==> config.mk <==
export PLATFORM = sky130hd
export DESIGN_NAME = pressure_profile_dac_sequencer
export DESIGN_NICKNAME = d
export VERILOG_FILES = /design/src/hw/rtl/ppds_pkg.sv /design/src/hw/rtl/ppds_front.sv /design/src/hw/rtl/ppds_queue.sv /design/src/hw/rtl/ppds_back.sv /design/src/hw/rtl/pressure_profile_dac_sequencer.sv
export SDC_FILE = /design/constraint.sdc
export NUM_CORES = 1
export LEC_CHECK = 0
export BUFFER_PORTS_ARGS = -buffer_cell sky130_fd_sc_hd__buf_2
export CORE_ASPECT_RATIO = 0.6
export CORE_MARGIN = 2
export CORE_UTILIZATION = 60
export CTS_BUF_LIST = sky130_fd_sc_hd__clkbuf_4 sky130_fd_sc_hd__clkbuf_8
export CTS_CLUSTER_DIAMETER = 80
export DETAILED_ROUTE_END_ITERATION = 8
export MAX_ROUTING_LAYER = met4
export PLACE_DENSITY = 0.79
export SLEW_MARGIN = 20
export SYNTH_ARGS = -nofsm -noshare
export SYNTH_HDL_FRONTEND = slang
export SYNTH_SLANG_ARGS = --single-unit
==> constraint.sdc <==
create_clock -name clk_i -period 4 [get_ports clk_i]
set_clock_uncertainty 0.05 [all_clocks]
set_input_delay 0.2 -clock clk_i [delete_from_list [all_inputs] [get_ports clk_i]]
set_output_delay 0.2 -clock clk_i [all_outputs]
set_load 0.02 [all_outputs]
==> src/hw/rtl/ppds_pkg.sv <==
// ----------------------------------------------------------------------------
// ppds_pkg
// shared types, constants and channel helpers of the pressure profile
// dac sequencer
// ----------------------------------------------------------------------------
package ppds_pkg;

  localparam int unsigned PRESS_W    = 12;
  localparam int unsigned SECONDS_W  = 8;
  localparam int unsigned CNT_W      = 15;
  localparam int unsigned HB_W       = 5;
  localparam int unsigned CH_W       = 4;
  localparam int unsigned VAL_W      = 16;
  localparam int unsigned SEL_LOW_W  = 8;
  localparam int unsigned SEL_HIGH_W = 7;
  localparam int unsigned CFG_IDX_W  = 3;
  localparam int unsigned CFG_DATA_W = 12;
  localparam int unsigned IN_DATA_W  = 8;
  localparam int unsigned OUT_DATA_W = 32;

  localparam logic [CH_W-1:0]   PRESSURE_CH = CH_W'(7);
  localparam logic [CH_W-1:0]   FIXED_CH    = CH_W'(8);
  localparam logic [CH_W-1:0]   LOW_SPLIT   = CH_W'(4);
  localparam logic [CH_W-1:0]   HIGH_FIRST  = CH_W'(7);
  localparam logic [CH_W-1:0]   HIGH_END    = CH_W'(14);
  localparam logic [VAL_W-1:0]  FIXED_VALUE = VAL_W'(3500);
  localparam logic [VAL_W-1:0]  IDLE_VALUE  = 16'hFFFF;
  localparam logic [PRESS_W-1:0] BASE_RESET = PRESS_W'(3850);

  typedef enum logic [CFG_IDX_W-1:0] {
    REG_BASE_PRESSURE = 3'd0,
    REG_TOP_PRESSURE  = 3'd1,
    REG_MID_PRESSURE  = 3'd2,
    REG_LOW_PRESSURE  = 3'd3,
    REG_MID_SECONDS   = 3'd4
  } cfg_reg_e;

  typedef struct packed {
    logic [PRESS_W-1:0] pressure;
    logic               heartbeat;
  } tick_t;

  function automatic logic [VAL_W-1:0] want_value(input logic [CH_W-1:0] ch,
                                                  input logic [PRESS_W-1:0] pressure);
    logic [VAL_W-1:0] v;
    v = IDLE_VALUE;
    if (ch == PRESSURE_CH) begin
      v = VAL_W'(pressure);
    end else if (ch == FIXED_CH) begin
      v = FIXED_VALUE;
    end
    return v;
  endfunction

  function automatic logic [SEL_LOW_W-1:0] sel_low(input logic [CH_W-1:0] ch);
    logic [SEL_LOW_W-1:0] s;
    s = '0;
    if (ch < LOW_SPLIT) begin
      s = SEL_LOW_W'(1) << ch;
    end else if (ch < HIGH_FIRST) begin
      s = SEL_LOW_W'(1) << (ch + CH_W'(1));
    end
    return s;
  endfunction

  function automatic logic [SEL_HIGH_W-1:0] sel_high(input logic [CH_W-1:0] ch);
    logic [SEL_HIGH_W-1:0] s;
    s = '0;
    if (ch >= HIGH_FIRST && ch < HIGH_END) begin
      s = SEL_HIGH_W'(1) << (ch - HIGH_FIRST);
    end
    return s;
  endfunction

endpackage

==> src/hw/rtl/ppds_front.sv <==
// ----------------------------------------------------------------------------
// ppds_front
// takes ticks and register writes, advances heartbeat and pressure phase,
// hands the chosen pressure and heartbeat level to the queue
// ----------------------------------------------------------------------------
module ppds_front #(
  parameter int unsigned TICKS_PER_SECOND = 80,
  parameter int unsigned HEARTBEAT_TICKS  = 20
) (
  input  logic                              clk_i,
  input  logic                              rst_ni,
  input  logic                              tick_valid_i,
  input  logic                              start_req_i,
  input  logic                              reset_req_i,
  output logic                              tick_ready_o,
  input  logic                              cfg_valid_i,
  input  logic [ppds_pkg::CFG_IDX_W-1:0]    cfg_index_i,
  input  logic [ppds_pkg::CFG_DATA_W-1:0]   cfg_data_i,
  output logic                              push_o,
  output ppds_pkg::tick_t                   entry_o,
  input  logic                              full_i
);
  import ppds_pkg::*;

  typedef enum logic [1:0] {
    PH_BASE = 2'd0,
    PH_HIGH = 2'd1,
    PH_MID  = 2'd2,
    PH_LOW  = 2'd3
  } phase_e;

  logic [PRESS_W-1:0]   base_q, top_q, mid_q, low_q;
  logic [SECONDS_W-1:0] mid_sec_q;
  phase_e               phase_q, phase_d;
  logic [CNT_W-1:0]     cd_q, cd_d;
  logic [HB_W-1:0]      hb_cnt_q, hb_cnt_d;
  logic                 hb_lvl_q, hb_lvl_d;
  logic [PRESS_W-1:0]   pressure;
  logic                 accept;

  assign tick_ready_o = !full_i;
  assign accept       = tick_valid_i && !full_i;

  always_comb begin
    if (hb_cnt_q >= HB_W'(HEARTBEAT_TICKS)) begin
      hb_cnt_d = '0;
      hb_lvl_d = !hb_lvl_q;
    end else begin
      hb_cnt_d = hb_cnt_q + HB_W'(1);
      hb_lvl_d = hb_lvl_q;
    end

    phase_d = phase_q;
    cd_d    = cd_q;
    if (start_req_i) begin
      phase_d = PH_HIGH;
      cd_d    = CNT_W'(2 * TICKS_PER_SECOND);
    end
    if (reset_req_i) begin
      phase_d = PH_BASE;
    end

    pressure = base_q;
    unique case (phase_d)
      PH_HIGH: begin
        pressure = top_q;
        if (cd_d == '0) begin
          phase_d = PH_MID;
          cd_d    = CNT_W'(mid_sec_q) * CNT_W'(TICKS_PER_SECOND);
        end
      end
      PH_MID: begin
        pressure = mid_q;
        if (cd_d == '0) begin
          phase_d = PH_LOW;
        end
      end
      PH_LOW:  pressure = low_q;
      default: pressure = base_q;
    endcase
    if (cd_d != '0) begin
      cd_d = cd_d - CNT_W'(1);
    end
  end

  assign push_o           = accept;
  assign entry_o.pressure = pressure;
  assign entry_o.heartbeat = hb_lvl_d;

  always_ff @(posedge clk_i or negedge rst_ni) begin
    if (!rst_ni) begin
      base_q    <= BASE_RESET;
      top_q     <= '0;
      mid_q     <= '0;
      low_q     <= '0;
      mid_sec_q <= '0;
      phase_q   <= PH_BASE;
      cd_q      <= '0;
      hb_cnt_q  <= '0;
      hb_lvl_q  <= 1'b0;
    end else begin
      if (cfg_valid_i) begin
        unique case (cfg_reg_e'(cfg_index_i))
          REG_BASE_PRESSURE: base_q    <= cfg_data_i[PRESS_W-1:0];
          REG_TOP_PRESSURE:  top_q     <= cfg_data_i[PRESS_W-1:0];
          REG_MID_PRESSURE:  mid_q     <= cfg_data_i[PRESS_W-1:0];
          REG_LOW_PRESSURE:  low_q     <= cfg_data_i[PRESS_W-1:0];
          REG_MID_SECONDS:   mid_sec_q <= cfg_data_i[SECONDS_W-1:0];
          default: ;
        endcase
      end
      if (accept) begin
        phase_q  <= phase_d;
        cd_q     <= cd_d;
        hb_cnt_q <= hb_cnt_d;
        hb_lvl_q <= hb_lvl_d;
      end
    end
  end

endmodule

==> src/hw/rtl/ppds_queue.sv <==
// ----------------------------------------------------------------------------
// ppds_queue
// two-entry queue between the tick front end and the channel scanner
// ----------------------------------------------------------------------------
module ppds_queue (
  input  logic            clk_i,
  input  logic            rst_ni,
  input  logic            push_i,
  input  ppds_pkg::tick_t entry_i,
  output logic            full_o,
  input  logic            pop_i,
  output ppds_pkg::tick_t head_o,
  output logic            empty_o
);
  import ppds_pkg::*;

  localparam int unsigned Depth = 2;
  localparam int unsigned PtrW  = $clog2(Depth);
  localparam int unsigned CntW  = $clog2(Depth + 1);

  tick_t             mem_q [Depth];
  logic [PtrW-1:0]   wr_q, rd_q;
  logic [CntW-1:0]   cnt_q;

  assign full_o  = (cnt_q == CntW'(Depth));
  assign empty_o = (cnt_q == '0);
  assign head_o  = mem_q[rd_q];

  always_ff @(posedge clk_i) begin
    if (push_i) begin
      mem_q[wr_q] <= entry_i;
    end
  end

  always_ff @(posedge clk_i or negedge rst_ni) begin
    if (!rst_ni) begin
      wr_q  <= '0;
      rd_q  <= '0;
      cnt_q <= '0;
    end else begin
      if (push_i) begin
        wr_q <= wr_q + PtrW'(1);
      end
      if (pop_i) begin
        rd_q <= rd_q + PtrW'(1);
      end
      if (push_i && !pop_i) begin
        cnt_q <= cnt_q + CntW'(1);
      end else if (pop_i && !push_i) begin
        cnt_q <= cnt_q - CntW'(1);
      end
    end
  end

endmodule

==> src/hw/rtl/ppds_back.sv <==
// ----------------------------------------------------------------------------
// ppds_back
// compares all channels against the last written values, then sends one
// dac write per changed channel in channel order, or one status result
// ----------------------------------------------------------------------------
module ppds_back #(
  parameter int unsigned NUM_CHANNELS = 14
) (
  input  logic                               clk_i,
  input  logic                               rst_ni,
  input  logic                               empty_i,
  input  ppds_pkg::tick_t                    head_i,
  output logic                               pop_o,
  output logic                               out_valid_o,
  input  logic                               out_ready_i,
  output logic                               out_write_o,
  output logic [ppds_pkg::CH_W-1:0]          out_channel_o,
  output logic [ppds_pkg::SEL_LOW_W-1:0]     out_sel_low_o,
  output logic [ppds_pkg::SEL_HIGH_W-1:0]    out_sel_high_o,
  output logic [ppds_pkg::PRESS_W-1:0]       out_value_o,
  output logic                               out_heartbeat_o,
  output logic                               out_last_o
);
  import ppds_pkg::*;

  localparam int unsigned IdxW = $clog2(NUM_CHANNELS);

  typedef enum logic {
    ST_IDLE,
    ST_SCAN
  } state_e;

  state_e                   state_q;
  logic [VAL_W-1:0]         lw_q [NUM_CHANNELS];
  logic [NUM_CHANNELS-1:0]  mask_q, mask_d, rest;
  logic [PRESS_W-1:0]       press_q;
  logic                     hb_q;
  logic [CH_W-1:0]          sel_ch;
  logic [VAL_W-1:0]         sel_val;
  logic                     slot_free;

  logic                     valid_q, write_q, last_q, hbo_q;
  logic [CH_W-1:0]          ch_q;
  logic [SEL_LOW_W-1:0]     sl_q;
  logic [SEL_HIGH_W-1:0]    sh_q;
  logic [PRESS_W-1:0]       val_q;

  assign pop_o     = (state_q == ST_IDLE) && !empty_i;
  assign slot_free = !valid_q || out_ready_i;

  always_comb begin
    for (int i = 0; i < NUM_CHANNELS; i++) begin
      mask_d[i] = (want_value(CH_W'(i), head_i.pressure) != lw_q[i]);
    end
  end

  always_comb begin
    sel_ch = '0;
    for (int i = NUM_CHANNELS - 1; i >= 0; i--) begin
      if (mask_q[i]) begin
        sel_ch = CH_W'(i);
      end
    end
  end

  assign rest    = mask_q & (mask_q - NUM_CHANNELS'(1));
  assign sel_val = want_value(sel_ch, press_q);

  always_ff @(posedge clk_i or negedge rst_ni) begin
    if (!rst_ni) begin
      state_q <= ST_IDLE;
      valid_q <= 1'b0;
      for (int i = 0; i < NUM_CHANNELS; i++) begin
        lw_q[i] <= '0;
      end
    end else begin
      unique case (state_q)
        ST_IDLE: begin
          if (out_ready_i) begin
            valid_q <= 1'b0;
          end
          if (!empty_i) begin
            state_q <= ST_SCAN;
          end
        end
        ST_SCAN: begin
          if (slot_free) begin
            valid_q <= 1'b1;
            if (mask_q == '0 || rest == '0) begin
              state_q <= ST_IDLE;
            end
            if (mask_q != '0) begin
              lw_q[sel_ch[IdxW-1:0]] <= sel_val;
            end
          end
        end
        default: state_q <= ST_IDLE;
      endcase
    end
  end

  always_ff @(posedge clk_i) begin
    if (pop_o) begin
      mask_q  <= mask_d;
      press_q <= head_i.pressure;
      hb_q    <= head_i.heartbeat;
    end else if (state_q == ST_SCAN && slot_free) begin
      mask_q <= rest;
    end
    if (state_q == ST_SCAN && slot_free) begin
      hbo_q <= hb_q;
      if (mask_q == '0) begin
        write_q <= 1'b0;
        ch_q    <= '0;
        sl_q    <= '0;
        sh_q    <= '0;
        val_q   <= '0;
        last_q  <= 1'b1;
      end else begin
        write_q <= 1'b1;
        ch_q    <= sel_ch;
        sl_q    <= sel_low(sel_ch);
        sh_q    <= sel_high(sel_ch);
        val_q   <= sel_val[PRESS_W-1:0];
        last_q  <= (rest == '0);
      end
    end
  end

  assign out_valid_o     = valid_q;
  assign out_write_o     = write_q;
  assign out_channel_o   = ch_q;
  assign out_sel_low_o   = sl_q;
  assign out_sel_high_o  = sh_q;
  assign out_value_o     = val_q;
  assign out_heartbeat_o = hbo_q;
  assign out_last_o      = last_q;

endmodule

==> src/hw/rtl/pressure_profile_dac_sequencer.sv <==
// path: a tick enters the queue at its acceptance edge; the idle scanner pops it into
// its mask register, then registers its first result once the output slot is free
// flow: the scanner loads a tick only in its idle state, then sends one to NUM_CHANNELS
// results for it in turn while the output accepts them; the front takes one tick a cycle
// until the two-entry queue fills
// reset: phase base, countdown and heartbeat zero, last written values zero, queue
// empty, registers at their reset values
// ----------------------------------------------------------------------------
// pressure_profile_dac_sequencer
// timer driven pressure profile with change-only dac channel writes
// ----------------------------------------------------------------------------
module pressure_profile_dac_sequencer #(
  parameter int unsigned NUM_CHANNELS     = 14,
  parameter int unsigned TICKS_PER_SECOND = 80,
  parameter int unsigned HEARTBEAT_TICKS  = 20
) (
  input  logic                             clk_i,
  input  logic                             rst_ni,
  input  logic                             s_axis_tvalid_i,
  output logic                             s_axis_tready_o,
  // start_req, reset_req, zero fill
  input  logic [ppds_pkg::IN_DATA_W-1:0]   s_axis_tdata_i,
  output logic                             m_axis_tvalid_o,
  input  logic                             m_axis_tready_i,
  // channel, select_low, select_high, dac_value, heartbeat
  output logic [ppds_pkg::OUT_DATA_W-1:0]  m_axis_tdata_o,
  // write_valid
  output logic                             m_axis_tuser_o,
  output logic                             m_axis_tlast_o,
  input  logic                             cfg_valid_i,
  output logic                             cfg_ready_o,
  input  logic [ppds_pkg::CFG_IDX_W-1:0]   cfg_index_i,
  input  logic [ppds_pkg::CFG_DATA_W-1:0]  cfg_data_i
);
  import ppds_pkg::*;

  logic                  push, full, pop, empty;
  tick_t                 entry, head;
  logic [CH_W-1:0]       channel;
  logic [SEL_LOW_W-1:0]  select_low;
  logic [SEL_HIGH_W-1:0] select_high;
  logic [PRESS_W-1:0]    dac_value;
  logic                  heartbeat;

  assign cfg_ready_o = 1'b1;

  ppds_front #(
    .TICKS_PER_SECOND(TICKS_PER_SECOND),
    .HEARTBEAT_TICKS (HEARTBEAT_TICKS)
  ) u_front (
    .clk_i       (clk_i),
    .rst_ni      (rst_ni),
    .tick_valid_i(s_axis_tvalid_i),
    .start_req_i (s_axis_tdata_i[0]),
    .reset_req_i (s_axis_tdata_i[1]),
    .tick_ready_o(s_axis_tready_o),
    .cfg_valid_i (cfg_valid_i),
    .cfg_index_i (cfg_index_i),
    .cfg_data_i  (cfg_data_i),
    .push_o      (push),
    .entry_o     (entry),
    .full_i      (full)
  );

  ppds_queue u_queue (
    .clk_i  (clk_i),
    .rst_ni (rst_ni),
    .push_i (push),
    .entry_i(entry),
    .full_o (full),
    .pop_i  (pop),
    .head_o (head),
    .empty_o(empty)
  );

  ppds_back #(
    .NUM_CHANNELS(NUM_CHANNELS)
  ) u_back (
    .clk_i          (clk_i),
    .rst_ni         (rst_ni),
    .empty_i        (empty),
    .head_i         (head),
    .pop_o          (pop),
    .out_valid_o    (m_axis_tvalid_o),
    .out_ready_i    (m_axis_tready_i),
    .out_write_o    (m_axis_tuser_o),
    .out_channel_o  (channel),
    .out_sel_low_o  (select_low),
    .out_sel_high_o (select_high),
    .out_value_o    (dac_value),
    .out_heartbeat_o(heartbeat),
    .out_last_o     (m_axis_tlast_o)
  );

  assign m_axis_tdata_o = {heartbeat, dac_value, select_high, select_low, channel};

  a_status_is_last : assert property (@(posedge clk_i) disable iff (!rst_ni)
    (m_axis_tvalid_o && !m_axis_tuser_o) |-> m_axis_tlast_o)
    else $error("status result without last");

  a_status_zero : assert property (@(posedge clk_i) disable iff (!rst_ni)
    (m_axis_tvalid_o && !m_axis_tuser_o) |-> (m_axis_tdata_o[30:0] == '0))
    else $error("status result carries write fields");

  a_select_onehot : assert property (@(posedge clk_i) disable iff (!rst_ni)
    m_axis_tvalid_o |-> $onehot0({select_high, select_low}))
    else $error("more than one chip select");

  a_no_overflow : assert property (@(posedge clk_i) disable iff (!rst_ni)
    full |-> !push)
    else $error("tick pushed into a full queue");

endmodule
==> key figures, run 1 <==
Floorplanning
  – Die Wd: 208.1 um
  – Starting Density: 0.6162
  – Cell Rows: 44
  – # IOs: 65
  – Die ar.: 0.02631 mm^2
  – Chip height: 126.4 um
  – Core area: 0.02433 mm^2

Logic synthesis
  – Top cell type's share of synthesized area: 0.4356
  – Post-synth cell types: 89
  – Seq/Total Area, Yosys: 0.6204
  – Cell taking the most area after synthesis: dfrtp_1
  – Mean post-synth cell area: 12.38 um^2
  – Cells after Synth: 1211
  – Syn_nets: 1263
  – Top cells by area, synth: dfrtp_1 44%, edfxtp_1 17%, nand2b_1 4.5%, mux2_2 4.5%, or2_2 2.2%
  – EDFF count, synth: 87
  – Mapped cell area: 0.01499 mm^2
  – Main synth FF type: dfrtp_1
  – Ys async rst share: 0.7542
  – Yosys warns: 0
  – Yosys reg bits: 354

Global routing
  – Vias in the first global route: 9275
  – First-pass GRT wire length: 48710 um
  – Largest net degree at the start of global routing: 103
  – GR Overflow Total: 0
  – GRT Util Overall: 0.2384
  – Initial antenna violation count: 0

Power and ir drop
  – Register share of total power: 0.505
  – Power per cell area: 536.0 mW/mm^2
  – Leak pwr: 7.316 nW
  – Part of the power in the clock network: 0.328
  – Sw Ratio: 0.2791
  – NetSw: 2.514 mW
  – Internal: 6.493 mW
  – Max VDD drop: 0.0002886 V
  – Combinational share of power: 0.167

Worst hold path
  – Hold depth: 4
  – Hold Path Class: input pin to flop

Placement
  – Port Buffer Count: 57
  – DP Cell Count: 1550
  – Gpl congestion: 0.9205
  – DP Area: 0.01559 mm^2
  – Pre-CTS setup slack: 497.9 ps
  – Post-DP HPWL: 19560 um

Worst setup path
  – Setup CP Type: flop to flop
  – CP max stage cell: or4_1
  – WP data required: 4430 ps
  – Slowest cell delay on critical path: 510 ps
  – Worst Setup End Kind: flop
  – Critical path arrival: 4010 ps
  – CP Cell Sequence: ha_1 -> ha_1 -> fa_1 -> a21boi_0 -> or4_1 -> o21ai_0 -> o2111a_2 -> nor2_2 -> mux2_4 -> a21o_1
  – CP dominant cell by count: ha_1
  – Crit start category: flop
  – Worst-path fanout max: 11
  – Worst R2R Path Depth: 10

STA
  – RSZ-0062 raised after global routing: false
  – Peak Freq: 278.7 MHz
  – Tmin final: 3588 ps
  – Setup TNS: 0 ps
  – Slew headroom: 0.4363
  – Fin. Hold Viols: 0
  – Max-slew violation count: 0
  – Final worst slack: 412.1 ps
  – # setup viols final: 0
  – Period utilisation layout: 0.8970
  – Least-Margin Pin Slew: 842.4 ps

Layout
  – Fin area: 0.01680 mm^2
  – Share of post-route cells with drive strength above 1: 0.2260
  – ANT cells: 0
  – Multi-input gate area: 0.005330 mm^2
  – Post-Layout Cell Count: 1654
  – Layout fillers: 1719
  – Register area: 0.009301 mm^2
  – Area grow syn2layout: 12.08%
  – Fin nets: 1347

Clocking
  – CTS Buffer Depth: 3
  – Clk_lat worst skew: 590 ps
  – CTS tree: yes
  – CTS root buf: clkbuf_8
  – Clock sinks: 354
  – Post-CTS Setup Repair Bufs: 0
  – Number of buffers created by CTS: 49
  – Worst-path clk slew: 70 ps
  – H-Tree Depth: 2

Flow run
  – Maxcap violations: 0

Detailed routing
  – Remaining antenna violation count: 0
  – Wirelength per Cell: 17.83 um
  – Iter 0 DRT Violations: 856
  – Vias per cell: 5.783
  – DR DRC count: 0
  – DRT Wirelength: 29500 um
  – Initial DRT Pass Iterations: 7
  – Vias: 9565

Run status
  – Status: completed
## area by class of cell
type                       count  share of cell area
inverter                      38            0.008488
clock inverter                18            0.009902
sequential                   354              0.5535
multi-input combinational    765              0.3172
timing repair buffer          87             0.03484
tap                          322             0.02397
clock buffer                  70             0.05212
## cells by family (layout without fill, tap and decap cells)
group,count (synthesis),in the layout,synth area share
AND/OR/NAND/NOR,461,461,0.1771
flip-flops,354,354,0.6204
AO/OA/AOI/OAI,171,171,0.07953
buffers and inverters,92,213,0.02579
multiplexers,83,83,0.06150
adder cells (fa/ha/maj),28,28,0.02320
XOR/XNOR,21,21,0.01227
other,1,1,0.0002501
## critical path, delay by kind of cell, from the launching register on
family / cells / cell delay, ps
AO/OA/AOI/OAI: 4 / 1070
adder cells (fa/ha/maj): 3 / 1030
flip-flops: 1 / 430
multiplexers: 1 / 300
AND/OR/NAND/NOR: 2 / 600
## Yosys cell counts, types with 13 or more instances
master and n:
dfrtp_1 261, nand2b_1 109, edfxtp_1 87, nand2_1 63, mux2_2 60, o21ai_0 54
or2_2 52, nor2_1 43, nand3_1 39, clkbuf_1 36, inv_1 36, nand4_1 32
a21oi_1 23, ha_1 23, nor4_1 20, or2_1 18, nor3_1 17, o21a_1 14
xor2_1 14, mux2i_1 13
## power by group through the flow
stage	combinational (mW)	clock, mW	sequential, mW
2_1_floorplan	1.11	0	4.52
3_3_place_gp	1.43	0	4.58
3_5_place_dp	1.48	0	4.60
4_1_cts	1.50	3.01	4.54
5_1_grt	1.68	3.18	4.61
6_report	1.51	2.95	4.55
## state kept, by name (all words and copies together) (netlist names), 2 cells and up
signal and flops:
u_back.press_q 12, u_front.low_q 12, u_back.out_channel_o 4, u_front.mid_q 12, u_front.phase_q 2, u_back.out_value_o 12
u_back.out_sel_high_o 7, u_front.mid_sec_q 8, u_queue.mem_q 26, u_front.cd_q 15, u_front.hb_cnt_q 5, u_front.top_q 12
u_back.mask_q 14, u_back.lw_q 182, u_back.out_sel_low_o 8, u_queue.cnt_q 2, u_front.base_q 12
## placed cells by master, fill, tap and decap left out, types with 32 or more instances in the layout
cell type / Yosys / routed
buf_2: 9 / 56
clkbuf_8: 0 / 56
dfrtp_1: 261 / 261
edfxtp_1: 87 / 87
inv_1: 36 / 36
mux2_2: 60 / 60
nand2_1: 63 / 63
nand2b_1: 109 / 109
nand3_1: 39 / 39
nand4_1: 32 / 32
nor2_1: 43 / 41
o21ai_0: 54 / 54
or2_2: 52 / 52
## repair_timing
item	CTS	global route
endpoints found under the hold margin	153	0
setup endpoints to repair	0	0
hold buffers	16	0
gates resized for setup	0	0
## metrics by stage
stage          power (mW)  hold WS (ps)  utilization
2_1_floorplan       5.634        -145.6            -
3_3_place_gp        6.008         224.7       0.6406
3_5_place_dp        6.087         228.1       0.6407
4_1_cts             9.058         87.60       0.6901
5_1_grt             9.465         108.4       0.6906
6_report            9.007         89.84       0.6906
## path summary, 6_finish.rpt
kind / startpoint / to / slack [ps]
worst max-delay path: u_front.mid_sec_q[1]$_DFFE_PN0P_ / u_front.cd_q[11]$_DFFE_PN0P_ / 410
min in group asynchronous: rst_ni / u_front.mid_q[10]$_DFFE_PN0P_ / 160
worst min register to register: u_back.lw_q[73]$_DFFE_PN0P_ / u_back.lw_q[73]$_DFFE_PN0P_ / 410
worst min-delay path: cfg_index_i[2] / u_front.mid_sec_q[1]$_DFFE_PN0P_ / 90
max in group asynchronous: rst_ni / u_back.lw_q[3]$_DFFE_PN0P_ / 2730
worst max register to register: u_front.mid_sec_q[1]$_DFFE_PN0P_ / u_front.cd_q[11]$_DFFE_PN0P_ / 410
## layer usage
layer,vias to the layer above,global-route usage,routed length (um)
met5,-,-,0
met4,0,0.06550,521
met3,42,0.04333,1811
met2,303,0.3150,12330
met1,4731,0.3770,14830
li1,4489,-,-
Power figures use the tool's default switching activity.
==> run 2, diff against run 1 <==
Settings changed: CELL_PAD_IN_SITES_DETAIL_PLACEMENT set to 1, CELL_PAD_IN_SITES_GLOBAL_PLACEMENT set to 2, CORE_UTILIZATION 60 to 45, PLACE_DENSITY 0.79 to 0.84.
==> key figures, run 2 (synthesis gave the netlist of run 1 again) <==
Floorplanning
  – Die Wd: 239.7 um
  – Core area: 0.03261 mm^2
  – Cell Rows: 51
  – Die ar.: 0.03484 mm^2
  – Chip height: 145.4 um
  – Starting Density: 0.4598
  – # IOs: 65

Global routing
  – First-pass GRT wire length: 57480 um
  – GR Util met1: 0.3237
  – GR Overflow Total: 0
  – Initial antenna violation count: 1
  – Met3 Use GR: 0.03869
  – Met2 Usage GRT: 0.2964
  – Largest net degree at the start of global routing: 106
  – GRT Util Overall: 0.2138
  – Vias in the first global route: 10466
  – GRT busiest layer: met1

Placement
  – Post-DP HPWL: 23590 um
  – Port Buffer Count: 57
  – Pre-CTS setup slack: 384.0 ps
  – Gpl congestion: 0.8166
  – DP Area: 0.01580 mm^2

Layout
  – Share of post-route cells with drive strength above 1: 0.2368
  – Fin nets: 1356
  – Most common cell after layout, fill and taps aside: dfrtp_1
  – Largest regs: u_back.lw_q x182, u_queue.mem_q x26, u_front.cd_q x15
  – ANT cells: 0
  – Most frequent cells in the layout: 261 x dfrtp_1, 109 x nand2b_1, 87 x edfxtp_1, 63 x nand2_1
  – Largest Register: u_back.lw_q
  – Final core utilization: 0.5233
  – Area grow syn2layout: 13.80%
  – Fin area: 0.01706 mm^2
  – Largest register FFs: 182

Clocking
  – Clock sinks: 354
  – CTS root buf: clkbuf_8
  – # resized after CTS: 0
  – Clk_lat worst skew: 620 ps
  – H-Tree Depth: 2
  – CTS Buffer Depth: 3
  – Worst-path clk slew: 60 ps
  – CTS tree: yes
  – Number of buffers created by CTS: 52

Power and ir drop
  – Internal: 6.578 mW
  – Register share of total power: 0.494
  – Sw Ratio: 0.2883
  – Max VDD drop: 0.0002632 V
  – Part of the power in the clock network: 0.337
  – Leak pwr: 7.386 nW
  – Combinational share of power: 0.169
  – NetSw: 2.664 mW
  – Final Power: 9.243 mW
  – Power per cell area: 541.7 mW/mm^2

STA
  – Fin. Hold Viols: 0
  – # setup viols final: 0
  – Peak Freq: 273.8 MHz
  – Tmin final: 3653 ps
  – Max-slew violation count: 0
  – RSZ-0062 raised after global routing: false
  – Slew headroom: 0.4380
  – Final worst slack: 347.1 ps
  – Least-Margin Pin Slew: 843.0 ps
  – Period utilisation layout: 0.9132
  – Setup TNS: 0 ps

Flow run
  – Maxcap violations: 0

Detailed routing
  – Iter 0 DRT Violations: 667
  – Vias per cell: 5.386
  – Initial DRT Pass Iterations: 5
  – Wirelength per Cell: 19.30 um
  – Vias: 9679
  – DR DRC count: 0
  – Remaining antenna violation count: 0
  – DRT Wirelength: 34670 um

Worst setup path
  – Critical path arrival: 4090 ps
  – Worst Setup End Kind: flop
  – WP data required: 4430 ps
  – CP max stage cell: or4_1
  – Crit start category: flop
  – CP dominant cell by count: ha_1
  – CP Cell Sequence: ha_1 -> ha_1 -> fa_1 -> a21boi_0 -> or4_1 -> o21ai_0 -> o2111a_2 -> or2_4 -> a211oi_1 -> a311oi_1
  – Slowest cell delay on critical path: 510 ps
  – Worst-path fanout max: 11
  – Setup CP Type: flop to flop

Worst hold path
  – Hold Path Class: input pin to flop

Run status
  – Status: completed
## run 2: changes by cell type in the layout (fill, tap and decap cells not counted), sizes merged
cell         before  now
dlygate4sd3      16   14
clkbuf           70   79
bufinv            3    2
buf              71   79
clkinvlp          0    1
## run 2: power by group through the flow
stage / clock network, mW / logic [mW] / registers, mW
after floorplan: 0 / 1.11 / 4.52
after global placement: 0 / 1.48 / 4.59
after detailed placement: 0 / 1.56 / 4.62
after CTS: 3.21 / 1.58 / 4.56
after global routing: 3.38 / 1.77 / 4.63
final: 3.11 / 1.56 / 4.57
## run 2: final cells by class
cell class              instances  area, um^2
clock inverters                18       146.4
clock buffers                  79       968.4
repair buffers                 93       613.1
well taps                     450       563.0
flip-flops and latches        354        9301
fillers                      3349       15540
inverters                      38       142.6
multi-input cells             765        5328
## run 2: stage by stage
stage,instances,hold slack [ps]
global placement,1686,214.8
global route,1797,68.72
finish,1797,59.76
floorplan,1211,-145.6
detailed placement,1686,224.3
CTS,1797,21.75
## run 2: path summary, 6_finish.rpt
| kind | startpoint | to | slack [ps] | cells past startpoint |
|---|---|---|---|---|
| max in group asynchronous | rst_ni | u_front.cd_q[11]$_DFFE_PN0P_ | 2600 | 3 |
| worst max register to register | u_front.mid_sec_q[1]$_DFFE_PN0P_ | u_front.cd_q[5]$_DFFE_PN0P_ | 350 | 10 |
| worst max-delay path | u_front.mid_sec_q[1]$_DFFE_PN0P_ | u_front.cd_q[5]$_DFFE_PN0P_ | 350 | 10 |
| min in group asynchronous | rst_ni | u_front.mid_q[11]$_DFFE_PN0P_ | 130 | 2 |
| worst min register to register | u_back.lw_q[158]$_DFFE_PN0P_ | u_back.lw_q[158]$_DFFE_PN0P_ | 410 | 1 |
| worst min-delay path | s_axis_tdata_i[0] | u_front.cd_q[3]$_DFFE_PN0P_ | 60 | 3 |
## run 2: layer usage
layer,share of wire,up-vias
met5,0,-
met3,0.044,57
met1,0.52,4936
met2,0.42,181
li1,-,4505
met4,0.016,0
## run 2: timing repair
| action | CTS | global route |
|---|---|---|
| endpoints found under the hold margin | 159 | 0 |
| hold buffers | 14 | 0 |
| setup buffers | 0 | 0 |
## run 2: worst max-delay path: cells and delay by family (launching register included)
family / cells / cell delay [ps]
adders and majority gates: 3 / 1060
DFF: 1 / 440
AOI/OAI and AO/OA: 5 / 1270
and+or+nand+nor: 2 / 730
